--- src/cmwd_pkg.sv ---
package cmwd_pkg;

	localparam int NUM_LANES  = 7;
	localparam int LANE_IDX_W = 3;
	localparam int MAP_SHIFT  = 56;
	localparam int TAG_SHIFT  = 60;

	localparam logic [7:0] CTRL_EOP  = 8'hDC;
	localparam logic [7:0] CTRL_SOP  = 8'h3C;
	localparam logic [7:0] CTRL_IDLE = 8'h00;
	localparam logic [3:0] TS_TAG    = 4'hF;

	localparam logic [2:0] FULL_WORD_BYTES = 3'd4;

	typedef enum logic [1:0] {
		KIND_DATA = 2'd0,
		KIND_EOP  = 2'd1,
		KIND_TS   = 2'd2,
		KIND_BAD  = 2'd3
	} kind_t;

	typedef enum logic [1:0] {
		CLS_DATA   = 2'd0,
		CLS_EOP    = 2'd1,
		CLS_IGNORE = 2'd2,
		CLS_BAD    = 2'd3
	} lane_cls_t;

	typedef struct packed {
		lane_cls_t  cls;
		logic [7:0] data;
	} lane_t;

	typedef struct packed {
		logic                        is_ts;
		lane_t [NUM_LANES-1:0]       lanes;
		logic [15:0]                 stream;
	} item_t;

endpackage

--- src/cmwd_if.sv ---
interface cmwd_word_if import cmwd_pkg::*; ();
	logic        valid;
	logic        ready;
	logic [63:0] link_word;
	logic [15:0] stream_id;

	modport source(output valid, link_word, stream_id, input ready);
	modport sink(input valid, link_word, stream_id, output ready);
endinterface

interface cmwd_result_if import cmwd_pkg::*; ();
	logic        valid;
	logic        ready;
	kind_t       kind;
	logic [31:0] data_word;
	logic [2:0]  valid_bytes;
	logic [15:0] stream_out;

	modport source(output valid, kind, data_word, valid_bytes, stream_out, input ready);
	modport sink(input valid, kind, data_word, valid_bytes, stream_out, output ready);
endinterface

--- src/cmwd_lane.sv ---
module cmwd_lane import cmwd_pkg::*; (
	input  logic [7:0] lane_byte,
	input  logic       ctrl,
	output lane_t      lane
);

	always_comb begin
		lane.data = lane_byte;
		if (!ctrl) begin
			lane.cls = CLS_DATA;
		end else if (lane_byte == CTRL_EOP) begin
			lane.cls = CLS_EOP;
		end else if (lane_byte == CTRL_SOP || lane_byte == CTRL_IDLE) begin
			lane.cls = CLS_IGNORE;
		end else begin
			lane.cls = CLS_BAD;
		end
	end

endmodule

--- src/cmwd_merge.sv ---
module cmwd_merge import cmwd_pkg::*; (
	input  logic                 clk,
	input  logic                 arst_n,
	input  logic                 in_valid,
	output logic                 in_ready,
	input  item_t                item,
	cmwd_result_if.source        results
);

	logic                  s1_valid_q;
	item_t                 item_s1;
	logic [LANE_IDX_W-1:0] lane_q;

	logic [23:0] partial_q;
	logic [1:0]  pos_q;
	logic        has_q;

	logic        out_valid_q;
	kind_t       kind_q;
	logic [31:0] data_q;
	logic [2:0]  bytes_q;
	logic [15:0] stream_q;

	logic        slot_free, step, last, done;
	lane_t       cur;
	logic        emit;
	kind_t       r_kind;
	logic [31:0] r_data;
	logic [2:0]  r_bytes;
	logic [23:0] partial_d;
	logic [1:0]  pos_d;
	logic        has_d;

	assign slot_free = !out_valid_q || results.ready;
	assign step      = s1_valid_q && slot_free;
	assign last      = item_s1.is_ts || (lane_q == '0);
	assign done      = step && last;
	assign in_ready  = !s1_valid_q || done;

	// one lane per cycle while the output slot is free, most significant lane first
	always_comb begin
		cur       = item_s1.lanes[lane_q];
		emit      = 1'b0;
		r_kind    = KIND_DATA;
		r_data    = '0;
		r_bytes   = '0;
		partial_d = partial_q;
		pos_d     = pos_q;
		has_d     = has_q;
		if (item_s1.is_ts) begin
			emit      = has_q;
			r_kind    = KIND_TS;
			r_data    = {8'h00, partial_q};
			r_bytes   = {1'b0, pos_q};
			partial_d = '0;
			pos_d     = '0;
			has_d     = 1'b0;
		end else begin
			case (cur.cls)
				CLS_DATA: begin
					has_d = 1'b1;
					if (pos_q == 2'd3) begin
						emit      = 1'b1;
						r_kind    = KIND_DATA;
						r_data    = {cur.data, partial_q};
						r_bytes   = FULL_WORD_BYTES;
						partial_d = '0;
						pos_d     = '0;
					end else begin
						case (pos_q)
							2'd0: partial_d[7:0]   = cur.data;
							2'd1: partial_d[15:8]  = cur.data;
							default: partial_d[23:16] = cur.data;
						endcase
						pos_d = pos_q + 2'd1;
					end
				end
				CLS_EOP: begin
					emit      = 1'b1;
					r_kind    = KIND_EOP;
					r_data    = {8'h00, partial_q};
					r_bytes   = {1'b0, pos_q};
					partial_d = '0;
					pos_d     = '0;
					has_d     = 1'b0;
				end
				CLS_BAD: begin
					emit    = 1'b1;
					r_kind  = KIND_BAD;
					r_data  = {24'h000000, cur.data};
				end
				default: ;
			endcase
		end
	end

	always_ff @(posedge clk or negedge arst_n) begin
		if (!arst_n) begin
			s1_valid_q  <= 1'b0;
			lane_q      <= '0;
			partial_q   <= '0;
			pos_q       <= '0;
			has_q       <= 1'b0;
			out_valid_q <= 1'b0;
		end else begin
			if (in_valid && in_ready) begin
				s1_valid_q <= 1'b1;
				lane_q     <= LANE_IDX_W'(NUM_LANES - 1);
			end else if (done) begin
				s1_valid_q <= 1'b0;
			end else if (step) begin
				lane_q <= lane_q - LANE_IDX_W'(1);
			end
			if (step) begin
				partial_q <= partial_d;
				pos_q     <= pos_d;
				has_q     <= has_d;
			end
			if (step && emit) begin
				out_valid_q <= 1'b1;
			end else if (results.ready) begin
				out_valid_q <= 1'b0;
			end
		end
	end

	always_ff @(posedge clk) begin
		if (in_valid && in_ready) begin
			item_s1 <= item;
		end
		if (step && emit) begin
			kind_q   <= r_kind;
			data_q   <= r_data;
			bytes_q  <= r_bytes;
			stream_q <= item_s1.stream;
		end
	end

	assign results.valid       = out_valid_q;
	assign results.kind        = kind_q;
	assign results.data_word   = data_q;
	assign results.valid_bytes = bytes_q;
	assign results.stream_out  = stream_q;

endmodule

--- src/control_mapped_word_deframer.sv ---
// deframer for control-mapped 64-bit link words
// words: sink channel, one link word plus its stream id per transfer
// results: source channel, one packed 32-bit data word, packet end,
//   timestamp flush or bad-control report per transfer, tagged with the stream id of its word
// seven lane classifiers decode the control map and byte values as a word
//   is taken; the word is then held in a stage register and the merge walks
//   its lanes one per cycle, most significant first, keeping the open packet
// a data/control word occupies the walker for all seven lanes, a
//   timestamp word for a single step
// the top lane's result passes the stage register and then the output
//   register; lower lanes follow as the walk advances while the receiver keeps up
// a new word is taken in the cycle the walker finishes the previous one
// the walker advances only when the output register is empty or being
//   drained, so a stalled receiver holds the result and pauses the walk,
//   and back-pressure reaches the word channel once the stage is full
// reset clears the open packet (no bytes, position zero) and empties both
//   the stage register and the output register
module control_mapped_word_deframer import cmwd_pkg::*; (
	input  logic          clk,
	input  logic          arst_n,
	cmwd_word_if.sink     words,
	cmwd_result_if.source results
);

	item_t item;

	assign item.is_ts  = (words.link_word[63:TAG_SHIFT] == TS_TAG);
	assign item.stream = words.stream_id;

	for (genvar i = 0; i < NUM_LANES; i++) begin : g_lane
		cmwd_lane u_lane (
			.lane_byte (words.link_word[i*8 +: 8]),
			.ctrl      (words.link_word[MAP_SHIFT + i]),
			.lane      (item.lanes[i])
		);
	end

	cmwd_merge u_merge (
		.clk      (clk),
		.arst_n   (arst_n),
		.in_valid (words.valid),
		.in_ready (words.ready),
		.item     (item),
		.results  (results)
	);

endmodule

--- src/flat_wrapper.sv ---
// flat-port wrapper written by rule: the top's interface ports become plain ports
module control_mapped_word_deframer_flat import cmwd_pkg::*;
  (clk, arst_n, words_valid, words_link_word, words_stream_id, words_ready, results_valid, results_kind, results_data_word, results_valid_bytes, results_stream_out, results_ready);
  cmwd_word_if words_i ();
  cmwd_result_if results_i ();
  input  logic clk;
  input  logic arst_n;
  input wire logic [$bits(words_i.valid)-1:0] words_valid;
  input wire logic [$bits(words_i.link_word)-1:0] words_link_word;
  input wire logic [$bits(words_i.stream_id)-1:0] words_stream_id;
  output wire logic [$bits(words_i.ready)-1:0] words_ready;
  output wire logic [$bits(results_i.valid)-1:0] results_valid;
  output wire logic [$bits(results_i.kind)-1:0] results_kind;
  output wire logic [$bits(results_i.data_word)-1:0] results_data_word;
  output wire logic [$bits(results_i.valid_bytes)-1:0] results_valid_bytes;
  output wire logic [$bits(results_i.stream_out)-1:0] results_stream_out;
  input wire logic [$bits(results_i.ready)-1:0] results_ready;
  assign words_i.valid = words_valid;
  assign words_i.link_word = words_link_word;
  assign words_i.stream_id = words_stream_id;
  assign words_ready = words_i.ready;
  assign results_valid = results_i.valid;
  assign results_kind = results_i.kind;
  assign results_data_word = results_i.data_word;
  assign results_valid_bytes = results_i.valid_bytes;
  assign results_stream_out = results_i.stream_out;
  assign results_i.ready = results_ready;
  control_mapped_word_deframer u_core (.clk(clk), .arst_n(arst_n), .words(words_i), .results(results_i));
endmodule
--- config.mk ---
export PLATFORM = sky130hd
export DESIGN_NAME = control_mapped_word_deframer_flat
export DESIGN_NICKNAME = d
export VERILOG_FILES = /design/src/cmwd_pkg.sv /design/src/cmwd_if.sv /design/src/cmwd_lane.sv /design/src/cmwd_merge.sv /design/src/control_mapped_word_deframer.sv /design/src/flat_wrapper.sv
export SDC_FILE = /design/constraint.sdc
export NUM_CORES = 1
export LEC_CHECK = 0
export CAP_MARGIN = 20
export CELL_PAD_IN_SITES_DETAIL_PLACEMENT = 0
export CELL_PAD_IN_SITES_GLOBAL_PLACEMENT = 1
export CORE_AREA = 5 5 102 175
export CTS_CLUSTER_SIZE = 28
export DETAILED_ROUTE_END_ITERATION = 6
export DIE_AREA = 0 0 107 180
export DONT_BUFFER_PORTS = 1
export GPL_TIMING_DRIVEN = 0
export PLACE_DENSITY_LB_ADDON = 0.12
export SLEW_MARGIN = 20
export SYNTH_ARGS = -nofsm -noshare
export SYNTH_HDL_FRONTEND = slang
export SYNTH_SLANG_ARGS = --single-unit
--- constraint.sdc ---
create_clock -name clk -period 4.7 [get_ports clk]
set_input_delay 0.235 -clock clk [delete_from_list [all_inputs] [get_ports clk]]
set_output_delay 0.235 -clock clk [all_outputs]
set_load 0.02 [all_outputs]
==> metrics.cfg <==
[critical_path]
cp_num_buf_inv = 5
critical-path-top-delay-family = buffers and inverters
crit_fanout = 57
worstSetupPathType = flip-flop to flip-flop
endpoint_kind = flip-flop
r2r_start = u_core.u_merge.lane_q[0]
slowest_delay_ns = 0.70
rrSetupSlack_ns = 1.33
crit_path_start = u_core.u_merge.lane_q[0]
cp_cell_sequence = buf_6 > buf_8 > buf_12 > inv_1 > ha_1 > a21oi_1 > o21ai_0 > and2_4 > buf_16
cp-start-kind = flip-flop
cp_slowest_cell = o21ai_0
crit_required_ns = 4.79
arrival_ns = 3.46

[power]
power_frac_seq = 0.434
pwr-share-clk = 0.244
p_per_area_nw_per_um2 = 644
switching_share = 0.358
internal-power_uw = 3630
comb_power_share = 0.322
p_switching_uw = 2030
cellLeakagePower_uw = 0.00316
peakVddDrop_mv = 0.281

[floorplan]
pin_count = 139
core_um2 = 16300
row_count = 62
die_w_um = 107
die_height_um = 180
initial_utilization = 0.438
die-area_um2 = 19300

[clock_tree]
cts_setup_buffers = 0
clock_latency_ns = 0.42
cts_sinks = 172
cts_tree = yes
cts_buffers = 17
ctsHoldBuffers = 75
clk_transition_reported_paths_ns = 0.07
htree_levels = 4
root_buffer = clkbuf_16
cts_buffer_depth = 2
cts_resized = 0

[timing]
setup_ws_ns = 1.33
clock-skew-final_ns = 0.0194
tightest_slew_ns = 0.849
min_period_ns = 3.37
fmaxAchievable_mhz = 297
maxSlewHeadroom = 0.428
hold_violations = 0
slew_viol_final = 0
setup_viol = 0
rsz0062_at_grt = no
fin_crit_sh = 0.716

[place]
place_hpwl_um = 11300
place_congestion = 0.808
place_ws_ns = 1.29
port-buffer-count = 0

[yosys]
synth_common_cells = edfxtp_1, nor2_1, dfrtp_1, a22o_1, and2_1
synthCells = 461
yosysUniqueCellTypes = 50
synth_top_area_frac = 0.589
syn_nets = 550
synthArstFlopShare = 0.186
synth.most_common_cell = edfxtp_1
synthFlopType = edfxtp_1
post_synth_main_area_contributors = edfxtp_1, dfrtp_1, a22o_1
yosysTopAreaCell = edfxtp_1
synth_area_per_cell_um2 = 15.5
synth_edf_count = 140
netlist_area_um2 = 7140
yosysSeqAreaShare = 0.701
ys_warn_count = 0
ys_ff_latch = 172

[detailed_routing]
wl_per_cell_um = 20.8
routed_wl_um = 15800
drt-vias-per-instance = 5.47
drcViolationCount = 0
antenna_left = 0
vias = 4167
drt-initial-drc-count = 142
dr.pass1.iters = 4

[worst_hold_path]
hold_start = words_link_word[45]
worstHoldPathType = input pin to flip-flop

[finish]
antennaDiodeCount = 0
final_util = 0.539
nets = 646
drive_above_1_share = 0.158
fillerInstances = 1334
synthToLayoutAreaGrowth_pct = 23.0

[global_route]
grt_usage = 0.170
antenna_found_initial = 0
grt_pass1_wl_um = 24800
grt_pass1_vias = 4518
grt-ovfl-total = 0
grt_max_degree = 58

[outcome]
status = finished, final reports clean

[flow_run]
max_cap_viol_count = 0

-- sequential cells by signal, indices dropped and copies added, names as in the netlist --
signal / count
u_core.u_merge.results.data_word: 32
u_core.u_merge.pos_q: 2
u_core.u_merge.lane_q: 3
u_core.u_merge.results.valid_bytes: 3
u_core.u_merge.results.stream_out: 16
u_core.u_merge.results.kind: 2
u_core.u_merge.s1_valid_q: 1
u_core.u_merge.results.valid: 1
u_core.u_merge.partial_q: 24
u_core.u_merge.item_s1: 87
u_core.u_merge.has_q: 1
-- path summary, 6_finish.rpt --
| check | cells past startpoint | to |
|---|---|---|
| setup / recovery | 9 | u_core.u_merge.item_s1[53] |
| hold / removal | 2 | u_core.u_merge.item_s1[75] |
| setup reg to reg | 9 | u_core.u_merge.item_s1[53] |
| hold reg to reg | 0 | u_core.u_merge.results.stream_out[10] |
| max in group asynchronous | 2 | u_core.u_merge.partial_q[14] |
| min in group asynchronous | 2 | u_core.u_merge.results.valid |
-- cells by family after synthesis --
kind of cell	share of synthesized area
and+or+nand+nor	0.0837
buffers and inverters	0.0328
DFF	0.701
xor gates and xnor gates	0.00245
AOI/OAI and AO/OA	0.139
adders and majority gates	0.00876
muxes	0.0331
-- placed cells by master, fill, tap and decap left out, drive strengths merged, types with 7 or more instances in the layout --
master       count
o2bb2ai          8
inv             19
clkbuf          20
edfxtp         140
dlygate4sd3     74
nand2            7
a211oi           9
a221o            9
nand3           16
mux2i           12
a22oi            9
a21oi           10
buf             20
nor2b           12
a2111oi          8
dfrtp           32
a22o            25
mux2            10
a31oi            7
nor3            16
nor2            44
and2            17
-- power by group through the flow --
stage	sequential, uW	combinational, uW	clock (uW)
floorplan	2460	1330	0
global placement	2530	1740	0
detailed placement	2500	1800	0
CTS	2470	1860	1420
global route	2490	1980	1490
finish	2460	1820	1380
-- routing by layer --
layer | vias up | GRT usage | routed length, um
met1 | 2073 | 0.175 | 5660
li1 | 1982 | - | -
met2 | 104 | 0.335 | 9520
met4 | 0 | 0.0486 | 125
met5 | - | 0 | 0
met3 | 8 | 0.0363 | 513
-- per-stage QoR --
stage	instance area (um^2)	instances	hold WS [ns]	power (uW)	TNS (ns)
global route	8790	762	0.0374	5960	0
global placement	7380	653	-0.0577	4260	-106.40
CTS	8790	762	0.00714	5760	0
floorplan	7140	461	-0.0606	3790	0
finish	8790	762	0.0310	5660	0
detailed placement	7440	655	-0.0575	4300	0
-- final cells by class --
type | count | area [um^2] | area share
Sequential cell | 172 | 5000 | 0.569
Buffer | 20 | 181 | 0.0206
Inverter | 14 | 52.6 | 0.00598
Clock inverter | 15 | 161 | 0.0184
Multi-Input combinational cell | 255 | 1910 | 0.218
Timing Repair Buffer | 77 | 808 | 0.0920
Clock buffer | 17 | 425 | 0.0484
Tap cell | 192 | 240 | 0.0273
Power figures use the tool's default switching activity.
